## config.mk

```make
export PLATFORM = sky130hd
export DESIGN_NAME = running_average_filter
export DESIGN_NICKNAME = d
export VERILOG_FILES = /design/src/hw/rtl/raf_pkg.sv /design/src/hw/rtl/raf_store.sv /design/src/hw/rtl/raf_divider.sv /design/src/hw/rtl/running_average_filter.sv
export SDC_FILE = /design/constraint.sdc
export NUM_CORES = 1
export LEC_CHECK = 0
export ABC_AREA = 1
export CAP_MARGIN = 20
export CORE_MARGIN = 3
export CORE_UTILIZATION = 61
export DETAILED_ROUTE_END_ITERATION = 12
export DONT_BUFFER_PORTS = 1
export PLACE_DENSITY_LB_ADDON = 0.25
export SLEW_MARGIN = 20
export SYNTH_ARGS = -nofsm -noshare
export SYNTH_HDL_FRONTEND = slang
export SYNTH_SLANG_ARGS = --single-unit
```

## constraint.sdc

```tcl
create_clock -name clk -period 4.8 [get_ports clk]
set_input_delay 0.72 -clock clk [delete_from_list [all_inputs] [get_ports clk]]
set_output_delay 0.72 -clock clk [all_outputs]
set_load 0.005 [all_outputs]
```

## src/hw/rtl/raf_pkg.sv

```systemverilog
`default_nettype none

package raf_pkg;

  // sample and window geometry
  localparam int SAMPLE_BITS = 16;
  localparam int MAX_WINDOW  = 32;
  localparam int POS_BITS    = $clog2(MAX_WINDOW);
  localparam int WIN_BITS    = 6;
  localparam int SUM_BITS    = SAMPLE_BITS + POS_BITS;
  localparam int OUT_BITS    = 16;

  // divider steps, one quotient bit each
  localparam int DIV_STEPS   = SUM_BITS;
  localparam int STEP_BITS   = $clog2(DIV_STEPS);

  localparam logic [WIN_BITS-1:0] WINDOW_RESET = WIN_BITS'(20);
  localparam logic [WIN_BITS-1:0] WINDOW_MAX   = WIN_BITS'(MAX_WINDOW);
  localparam logic [WIN_BITS-1:0] WINDOW_MIN   = WIN_BITS'(1);

  // divider status toward the sequencer
  typedef struct packed {
    logic busy;
    logic done;
  } div_status_t;

endpackage

`default_nettype wire

```

## src/hw/rtl/raf_store.sv

```systemverilog
`default_nettype none

module raf_store (
  input  wire logic                            clk,
  input  wire logic                            wr_en,
  input  wire logic [raf_pkg::POS_BITS-1:0]    wr_addr,
  input  wire logic [raf_pkg::SAMPLE_BITS-1:0] wr_data,
  input  wire logic [raf_pkg::POS_BITS-1:0]    rd_addr,
  output logic      [raf_pkg::SAMPLE_BITS-1:0] rd_data
);

  logic [raf_pkg::SAMPLE_BITS-1:0] mem [raf_pkg::MAX_WINDOW];

  always_ff @(posedge clk) begin
    if (wr_en) begin
      mem[wr_addr] <= wr_data;
    end
  end

  // registered read
  always_ff @(posedge clk) begin
    rd_data <= mem[rd_addr];
  end

endmodule

`default_nettype wire

```

## src/hw/rtl/raf_divider.sv

```systemverilog
`default_nettype none

// restoring divider, one quotient bit per cycle
module raf_divider (
  input  wire logic                          clk,
  input  wire logic                          rst,
  input  wire logic                          start,
  input  wire logic [raf_pkg::SUM_BITS-1:0]  dividend,
  input  wire logic [raf_pkg::WIN_BITS-1:0]  divisor,
  output raf_pkg::div_status_t               status,
  output logic      [raf_pkg::SUM_BITS-1:0]  quotient
);

  logic                           busy;
  logic                           done;
  logic [raf_pkg::STEP_BITS-1:0]  step;
  logic [raf_pkg::WIN_BITS-1:0]   rem;
  logic [raf_pkg::WIN_BITS-1:0]   dsr;
  logic [raf_pkg::SUM_BITS-1:0]   quo;
  logic [raf_pkg::WIN_BITS:0]     trial;
  logic                           fits;

  assign trial = {rem, quo[raf_pkg::SUM_BITS-1]};
  assign fits  = trial >= {1'b0, dsr};

  always_ff @(posedge clk) begin
    if (rst) begin
      busy <= 1'b0;
      done <= 1'b0;
      step <= '0;
    end else if (start) begin
      busy <= 1'b1;
      done <= 1'b0;
      step <= '0;
    end else if (busy) begin
      if (step == raf_pkg::STEP_BITS'(raf_pkg::DIV_STEPS - 1)) begin
        busy <= 1'b0;
        done <= 1'b1;
      end
      step <= step + 1'b1;
    end
  end

  always_ff @(posedge clk) begin
    if (start) begin
      rem <= '0;
      dsr <= divisor;
      quo <= dividend;
    end else if (busy) begin
      if (fits) begin
        rem <= raf_pkg::WIN_BITS'(trial - {1'b0, dsr});
      end else begin
        rem <= trial[raf_pkg::WIN_BITS-1:0];
      end
      quo <= {quo[raf_pkg::SUM_BITS-2:0], fits};
    end
  end

  assign status.busy = busy;
  assign status.done = done;
  assign quotient    = quo;

endmodule

`default_nettype wire

```

## src/hw/rtl/running_average_filter.sv

```systemverilog
// Running average filter: each accepted sample replaces the oldest of the
// last window_size samples in a 32-entry store, a running sum is updated by
// subtracting the replaced sample and adding the new one, and the result
// item is that sum divided by the number of samples held so far (truncated),
// so the mean is right while the window is still filling. An item passes
// through the store read, the sum update, the restoring divider (one
// quotient bit per cycle, as many bits as the running sum has) and the
// load of the output register, which waits while the output is stalled.
// The block takes one sample at a time; a finished result may wait in the
// output register while the next sample is accepted. A write on the cfg
// channel sets window_size (0 acts as 1, above 32 acts as 32) and clears
// the window, the sum and the held count; it is meant for an idle block.
// Reset sets window_size to 20 and clears the same state. There is no
// clearing pass: entries not yet written in the current window read as zero.
`default_nettype none

module running_average_filter (
  input  wire logic                              clk,
  input  wire logic                              rst,
  // input samples
  input  wire logic                              s_axis_tvalid,
  output logic                                   s_axis_tready,
  input  wire logic [raf_pkg::SAMPLE_BITS-1:0]   s_axis_tdata,  // [15:0] sample
  // averages
  output logic                                   m_axis_tvalid,
  input  wire logic                              m_axis_tready,
  output logic      [raf_pkg::OUT_BITS-1:0]      m_axis_tdata,  // [15:0] average
  // window_size register write
  input  wire logic                              cfg_valid,
  output logic                                   cfg_ready,
  input  wire logic [raf_pkg::WIN_BITS-1:0]      cfg_data
);

  // sequencer states
  localparam logic [1:0] S_IDLE   = 2'd0;
  localparam logic [1:0] S_UPDATE = 2'd1;
  localparam logic [1:0] S_DIV    = 2'd2;

  logic [1:0]                        state;
  logic [1:0]                        state_next;

  // filter state
  logic [raf_pkg::WIN_BITS-1:0]      window;      // already clamped to 1..32
  logic [raf_pkg::POS_BITS-1:0]      pos;
  logic [raf_pkg::WIN_BITS-1:0]      held;
  logic [raf_pkg::SUM_BITS-1:0]      sum;
  logic [raf_pkg::SAMPLE_BITS-1:0]   sample;

  logic [raf_pkg::POS_BITS-1:0]      pos_next;
  logic [raf_pkg::WIN_BITS-1:0]      held_next;
  logic [raf_pkg::SUM_BITS-1:0]      sum_next;
  logic [raf_pkg::WIN_BITS-1:0]      window_next;
  logic [raf_pkg::WIN_BITS-1:0]      pos_inc;
  logic [raf_pkg::SAMPLE_BITS-1:0]   old_sample;

  logic                              in_accept;
  logic                              out_accept;
  logic                              cfg_accept;
  logic                              out_free;
  logic                              div_start;
  logic                              out_load;

  logic [raf_pkg::SAMPLE_BITS-1:0]   rd_data;
  raf_pkg::div_status_t              div_status;
  logic [raf_pkg::SUM_BITS-1:0]      quotient;

  assign in_accept  = s_axis_tvalid && s_axis_tready;
  assign out_accept = m_axis_tvalid && m_axis_tready;
  assign cfg_accept = cfg_valid && cfg_ready;
  assign out_free   = !m_axis_tvalid || m_axis_tready;

  assign s_axis_tready = (state == S_IDLE);
  assign cfg_ready     = 1'b1;

  // clamp the written window size once, at the write
  always_comb begin
    if (cfg_data == '0) begin
      window_next = raf_pkg::WINDOW_MIN;
    end else if (cfg_data > raf_pkg::WINDOW_MAX) begin
      window_next = raf_pkg::WINDOW_MAX;
    end else begin
      window_next = cfg_data;
    end
  end

  // the slot at pos holds a real sample only once the window has filled
  assign old_sample = (held < window) ? '0 : rd_data;
  assign sum_next   = sum - raf_pkg::SUM_BITS'(old_sample)
                          + raf_pkg::SUM_BITS'(sample);
  assign held_next  = (held < window) ? held + 1'b1 : held;
  assign pos_inc    = raf_pkg::WIN_BITS'(pos) + 1'b1;
  assign pos_next   = (pos_inc >= window) ? '0 : pos_inc[raf_pkg::POS_BITS-1:0];

  assign div_start = (state == S_UPDATE);
  assign out_load  = (state == S_DIV) && div_status.done && out_free;

  always_comb begin
    state_next = state;
    unique case (state)
      S_IDLE: begin
        if (in_accept) begin
          state_next = S_UPDATE;
        end
      end
      S_UPDATE: begin
        state_next = S_DIV;
      end
      S_DIV: begin
        if (out_load) begin
          state_next = S_IDLE;
        end
      end
      default: begin
        state_next = S_IDLE;
      end
    endcase
  end

  always_ff @(posedge clk) begin
    if (rst) begin
      state  <= S_IDLE;
      window <= raf_pkg::WINDOW_RESET;
      pos    <= '0;
      held   <= '0;
      sum    <= '0;
    end else begin
      state <= state_next;
      if (cfg_accept) begin
        window <= window_next;
        pos    <= '0;
        held   <= '0;
        sum    <= '0;
      end else if (div_start) begin
        pos    <= pos_next;
        held   <= held_next;
        sum    <= sum_next;
      end
    end
  end

  // sample payload
  always_ff @(posedge clk) begin
    if (in_accept) begin
      sample <= s_axis_tdata;
    end
  end

  // output register
  always_ff @(posedge clk) begin
    if (rst) begin
      m_axis_tvalid <= 1'b0;
    end else if (out_load) begin
      m_axis_tvalid <= 1'b1;
    end else if (out_accept) begin
      m_axis_tvalid <= 1'b0;
    end
  end

  always_ff @(posedge clk) begin
    if (out_load) begin
      m_axis_tdata <= quotient[raf_pkg::OUT_BITS-1:0];
    end
  end

  // store read runs at pos while idle, data is ready in the update cycle
  raf_store u_store (
    .clk     (clk),
    .wr_en   (div_start),
    .wr_addr (pos),
    .wr_data (sample),
    .rd_addr (pos),
    .rd_data (rd_data)
  );

  raf_divider u_divider (
    .clk      (clk),
    .rst      (rst),
    .start    (div_start),
    .dividend (sum_next),
    .divisor  (held_next),
    .status   (div_status),
    .quotient (quotient)
  );

`ifndef SYNTHESIS
  a_held_in_window: assert property (@(posedge clk) disable iff (rst)
    held <= window)
    else $error("held count above window size");

  a_pos_in_window: assert property (@(posedge clk) disable iff (rst)
    raf_pkg::WIN_BITS'(pos) < window)
    else $error("write position outside window");

  a_start_idle_divider: assert property (@(posedge clk) disable iff (rst)
    div_start |-> !div_status.busy)
    else $error("divider started while busy");

  a_result_from_divider: assert property (@(posedge clk) disable iff (rst)
    $rose(m_axis_tvalid) |-> $past(div_status.done) && $past(state == S_DIV))
    else $error("result without finished division");
`endif

endmodule

`default_nettype wire

```

---- Word-level counts from Yosys, hierarchy flattened ----
Memories as Yosys holds them, arrays and structs flattened. A register that Yosys moved wholly into a read port is not among the register bits.
Index checks and enable logic that the tools add are counted.
operators by class
  muxes and demuxes ....................... 18
  reductions and logical operators ........ 14
  $lt $le $gt $ge ......................... 4
  equal/unequal tests ..................... 5
  $add $sub $neg .......................... 6
operators by type and width
  kind                   count
  $mux W21               2
  $mux W6                4
  $add A21 B16 Y21       1
  $sub A21 B16 Y21       1
  $mux W16               1
  $ge A7 B6 Y1           1
  $mux W1                7
  $add A5 B1 Y6 const B  1
  $add A6 B1 Y6 const B  1
  $ge A6 B6 Y1           1
  $gt A6 B6 Y1 const B   1
  $logic_not A6 Y1       1
  $lt A6 B6 Y1           1
  $pmux W2 S3            1
  $sub A6 B6 Y6          1
  $add A5 B1 Y5 const B  1
  $eq A5 B5 Y1 const B   1
  $mux W5                1
  $logic_and A1 B1 Y1    4
  $mux W2                2
  $reduce_and A2 Y1      2
  $reduce_bool A2 Y1     2
  $reduce_or A2 Y1       2
  $eq A2 B1 Y1 const B   1
  6 further kinds        6
word-level totals
  bits in writable memories ............... 512
  flip-flop bits (word level) ............. 113
  memories ................................ 1
memories
  name         words  width  rd ports  clocked after Yosys merged registers in  write ports  RTL line         source
  u_store.mem  32     16     1         1                                        1            raf_store.sv:12  logic [raf_pkg::SAMPLE_BITS-1:0] mem [raf_pkg::MAX_WINDOW];

---- Longest topological paths before layout ----
  depth in word-level cells ............... 5
  depth in mapped cells ................... 24
  mapped depth without buffers ............ 23

---- Cells and area by module ----
From an unflattened synthesis, not the netlist that was laid out.
second synthesis, totals
  cell total of the unflattened synthesis .. 2722
  area, all modules ....................... 28466.1 sq um
by module, submodules not included
  module                  instances  area an instance (sq um)  cells each
  raf_store               1          21301.7                   1794
  running_average_filter  1          5079.9                    693
  raf_divider             1          2084.5                    235

---- Worst setup path before layout ----
Ideal clock, no wire load.
  path type ............................... register to register
  from .................................... reg window[3] in the netlist's numbering
  to ...................................... reg u_divider.quo, in the netlist u_divider.quotient[15], data pin
  setup slack ............................. 1.365 ns
  buffers on the path ..................... 2
  setup time .............................. 0.255 ns
  clock period less this slack ............ 3.435 ns
  stages on the path, launching flop included .. 22
  arrival time ............................ 3.180 ns
  path through ............................ dfxtp_1 -> inv_1 -> ha_1 -> a21oi_1 -> nor2_1 -> nor3_1 -> nand2_1 -> inv_1 -> buf_4 -> buf_2 -> nor2_1 -> fa_1 -> inv_1 -> ha_1 -> nand2_1 -> inv_1 -> a21oi_1 -> nor2_1 -> nor2_1 -> nand3b_1 -> nand3_1 -> nand2_1
between the ends
  word-level cells in the longest chain between the ends .. 5
RTL lines
  what                      RTL line                       source
  start: declaration        running_average_filter.sv:43   logic [raf_pkg::WIN_BITS-1:0] window;
  start signal: assignment  running_average_filter.sv:122  window <= raf_pkg::WINDOW_RESET;
  start signal: assignment  running_average_filter.sv:129  window <= window_next;
  $lt A6 B6 Y1              running_average_filter.sv:87   assign old_sample = (held < window) ? '0 : rd_data;
  $mux W16                  running_average_filter.sv:87
  $sub A21 B16 Y21          running_average_filter.sv:88   assign sum_next = sum - raf_pkg::SUM_BITS'(old_sample)
  $add A21 B16 Y21          running_average_filter.sv:89   + raf_pkg::SUM_BITS'(sample);
  $mux W21                  raf_divider.sv:45              if (start) begin
  end signal: assignment    raf_divider.sv:48              quo <= dividend;
  end signal: assignment    raf_divider.sv:55              quo <= {quo[raf_pkg::SUM_BITS-2:0], fits};
  end: declaration          raf_divider.sv:19              logic [raf_pkg::SUM_BITS-1:0] quo;
Every way passes these cells.
A chain may end at the register's enable or synchronous reset.

---- Final worst setup path ----
  from .................................... reg held[3] in the netlist's numbering
  to ...................................... reg u_divider.quo, in the netlist u_divider.quotient[12], data pin
between the ends
  word-level cells in the longest chain between the ends .. 5
RTL lines
  what                      RTL line                       source
  start: declaration        running_average_filter.sv:45   logic [raf_pkg::WIN_BITS-1:0] held;
  start signal: assignment  running_average_filter.sv:135  held <= held_next;
  $lt A6 B6 Y1              running_average_filter.sv:87
  $mux W16                  running_average_filter.sv:87
  $sub A21 B16 Y21          running_average_filter.sv:88
  $add A21 B16 Y21          running_average_filter.sv:89
  $mux W21                  raf_divider.sv:45
Every way passes these cells.

==> impl_metrics.json <==
{
  "power.share.combinational_pct": 8.3,
  "drv_cap": 0,
  "nFillCells": 3103,
  "drc_errors": 0,
  "grt_pass1_vias": 17167,
  "drt_first_pass_iters": 5,
  "cts_hold_repair.buffers": 0,
  "yosysTopAreaCellShare_pct": 63.6,
  "postLayoutCellArea_um2": 29700,
  "mostFrequentLayoutCell": "edfxtp_1",
  "seqPwrFrac_pct": 51.8,
  "rsz0062_at_grt": "false",
  "use_met1_pct": 37.0,
  "critPathRequiredTime_ns": 5.17,
  "cts_setup_buffers": 0,
  "yosys_warnings": 0,
  "antenna_found_initial": 1,
  "synth_top_family_by_area": "compound AO/OA/AOI/OAI gates",
  "die_h_um": 216,
  "p_per_area_nw_per_um2": 407,
  "synthAdderAreaFrac_pct": 3.35,
  "critPathLaunchType": "flip-flop",
  "root_buffer": "clkbuf_16",
  "routed_wl_um": 62900,
  "sw_frac_of_total_pct": 22.9,
  "fin_crit_ns": 3.97,
  "irDropWorstVdd_mv": 0.334,
  "die_w_um": 216,
  "path_max_fanout": 17,
  "syn_to_final_growth_pct": 10.2,
  "coreArea_um2": 43400,
  "finalMaxSlewViolations": 0,
  "multi_input_area_um2": 7050,
  "synth_top_area_cell": "edfxtp_1",
  "syn_nets": 2379,
  "crit_path_end_kind": "flip-flop",
  "fin_tns_setup_ns": 0,
  "layout-drive-gt1-share_pct": 7.57,
  "fmax_mhz": 252,
  "p_int_mw": 9.32,
  "power.total_mw": 12.1,
  "vias": 17695,
  "met3_usage_pct": 5.05,
  "avgRoutedWirePerCell_um": 21.3,
  "slew_headroom_pct": 38.3,
  "finalSetupViolCount": 0,
  "worstHoldPathType": "input port to flip-flop",
  "grt-ovfl-total": 0,
  "portBuffers": 0,
  "h-tree-depth": 2,
  "synth_compound_area_share_pct": 11.8,
  "period_share_pct": 82.7,
  "clock-sinks": 641,
  "syn_area_um2": 26900,
  "globalRoute.busiestLayer": "met2",
  "rows": 76,
  "finClkSkew_ns": 0.0350,
  "ys_types": 41,
  "layout_common_cells": "571 x edfxtp_1, 385 x nor2_1, 252 x nand2_1, 193 x o21ai_0, 192 x inv_1",
  "cts_buffer_depth": 3,
  "synthMuxAreaShare_pct": 0,
  "floorplan.initialDensity_pct": 62.1,
  "synth-seq-cells": 641,
  "synth-simple-area-share_pct": 10.6,
  "drtIter0Drc": 2232,
  "yosys-top-cells-area": "edfxtp_1 64%, nor2_1 5.4%, dfxtp_1 5.2%",
  "synth_xor_area_share_pct": 0.423,
  "fin_hold_ws_ns": 0.168,
  "use_met2_pct": 43.6,
  "nets": 2404,
  "final_util_pct": 68.5,
  "ys_seq_area_share_pct": 68.8,
  "cts_resized": 0,
  "power.share.clock_pct": 39.9,
  "post_dp_cell_area_um2": 27700,
  "numCtsBuffers": 60,
  "worst_pin_slew_ns": 0.925,
  "routed_via_density": 6.00,
  "grt_util_all_layers_pct": 27.1,
  "dieArea_um2": 46700,
  "grt_start_max_net_pins": 130,
  "hpwlAfterDp_um": 37700,
  "critical_path_class": "flip-flop to flip-flop",
  "synth_area_per_cell_um2": 11.8,
  "pin_count": 46,
  "num_antenna_cells": 0,
  "status": "completed",
  "clkSlewWorstSetupHoldPaths_ns": 0.07,
  "regArea_um2": 18600,
  "antenna_left": 0,
  "netlist_instances": 2290,
  "power_switching_mw": 2.77,
  "gp_congestion": 0.890,
  "clkLatencyLatePin_ns": 0.64,
  "hold_violations": 0,
  "cts_tree": "built",
  "arrival_ns": 4.34,
  "leakagePower_nw": 10.9,
  "grt_pass1_wl_um": 98000
}
==> Yosys cell counts <==
cell type / instances
clkinv_1: 2
nor3_1: 10
clkbuf_2: 1
a32o_1: 1
o21ai_0: 193
buf_6: 19
nor3b_1: 1
nor3_2: 4
and2_1: 1
a22o_1: 61
a211oi_1: 2
inv_1: 193
and3_1: 2
xnor2_1: 1
buf_1: 1
buf_2: 30
nor4_1: 2
nor2_1: 385
conb_1: 1
ha_1: 45
dfxtp_1: 70
nand3_1: 43
or2_1: 1
a31oi_1: 2
o21bai_1: 4
a21boi_0: 2
nand2_1: 252
buf_4: 5
xor2_1: 12
edfxtp_1: 571
o211ai_1: 3
fa_1: 17
inv_4: 1
o22ai_1: 127
nor2_2: 2
o21a_1: 1
clkbuf_1: 56
o21ai_1: 91
nand4_1: 7
nand3b_1: 6
a21oi_1: 62
==> routing by layer <==
metal  vias to the layer above  share of wire (%)
met5                         -              0.017
met4                         2                4.1
met3                       141                9.5
met2                       840                 47
met1                      8547                 39
li1                       8165                  -
==> area by class of cell <==
type | instances | share of cell area [%]
Clock buffer | 83 | 5.62
Timing Repair Buffer | 75 | 2.01
Clock inverter | 29 | 1.21
Multi-Input combinational cell | 1341 | 23.7
Tap cell | 585 | 2.46
Inverter | 196 | 2.50
Sequential cell | 641 | 62.5
==> power groups by stage <==
stage                     registers, mW  logic [mW]  clock network [mW]
final                              6.27        1.00                4.82
after global routing               6.27        1.15                5.11
after CTS                          6.27       0.995                4.89
after detailed placement           6.39       0.990                   0
after global placement             6.38       0.960                   0
after floorplan                    6.39       0.700                   0
==> through the flow <==
stage | setup slack [ns] | cells
after floorplan | 1.37 | 2290
after global routing | 0.508 | 2950
final | 0.829 | 2950
after detailed placement | 0.850 | 2837
after CTS | 0.843 | 2949
after global placement | 0.927 | 2837
==> flip-flops by register name (all words and copies together) (netlist names), 2 cells and up <==
| signal | flops |
|---|---|
| sample | 16 |
| pos | 5 |
| held | 6 |
| state | 2 |
| u_divider.step | 5 |
| u_divider.quotient | 21 |
| m_axis_tdata | 16 |
| u_divider.dsr | 6 |
| u_store.mem | 512 |
| window | 6 |
| u_divider.rem | 6 |
| sum | 21 |
| u_store.rd_data | 16 |
==> path summary, 6_finish.rpt <==
path	from	to	slack [ns]	depth (start not counted)
hold reg to reg	u_divider.quotient[1]	m_axis_tdata[1]	0.45	0
setup / recovery	held[3]	u_divider.quotient[12]	0.83	22
hold / removal	rst	window[5]	0.17	1
setup reg to reg	held[3]	u_divider.quotient[12]	0.83	22
==> critical path, cell delays in order, from the launching register on <==
cell and delay (ns):
dfxtp_1 0.43, ha_1 0.28, a21oi_1 0.15, nor2_1 0.05
nor3_1 0.13, nand2_1 0.13, inv_1 0.44, nor2_1 0.09
ha_1 0.29, inv_1 0.06, ha_1 0.20, inv_1 0.08
fa_1 0.43, inv_1 0.12, nand3_1 0.08, nand3_1 0.17
nand2_1 0.07, nand2_1 0.14, nand2_1 0.11, nand2_1 0.07
nand2_1 0.04, nand3_1 0.08, nand2_1 0.06
==> cells by family after synthesis <==
family | after synthesis
other | 1
flip-flops | 641
buffers and inverters | 308
AND/OR/NAND/NOR | 716
adder cells (fa/ha/maj) | 62
AO/OA/AOI/OAI | 549
XOR/XNOR | 13
(Power assumes the default switching activity.)
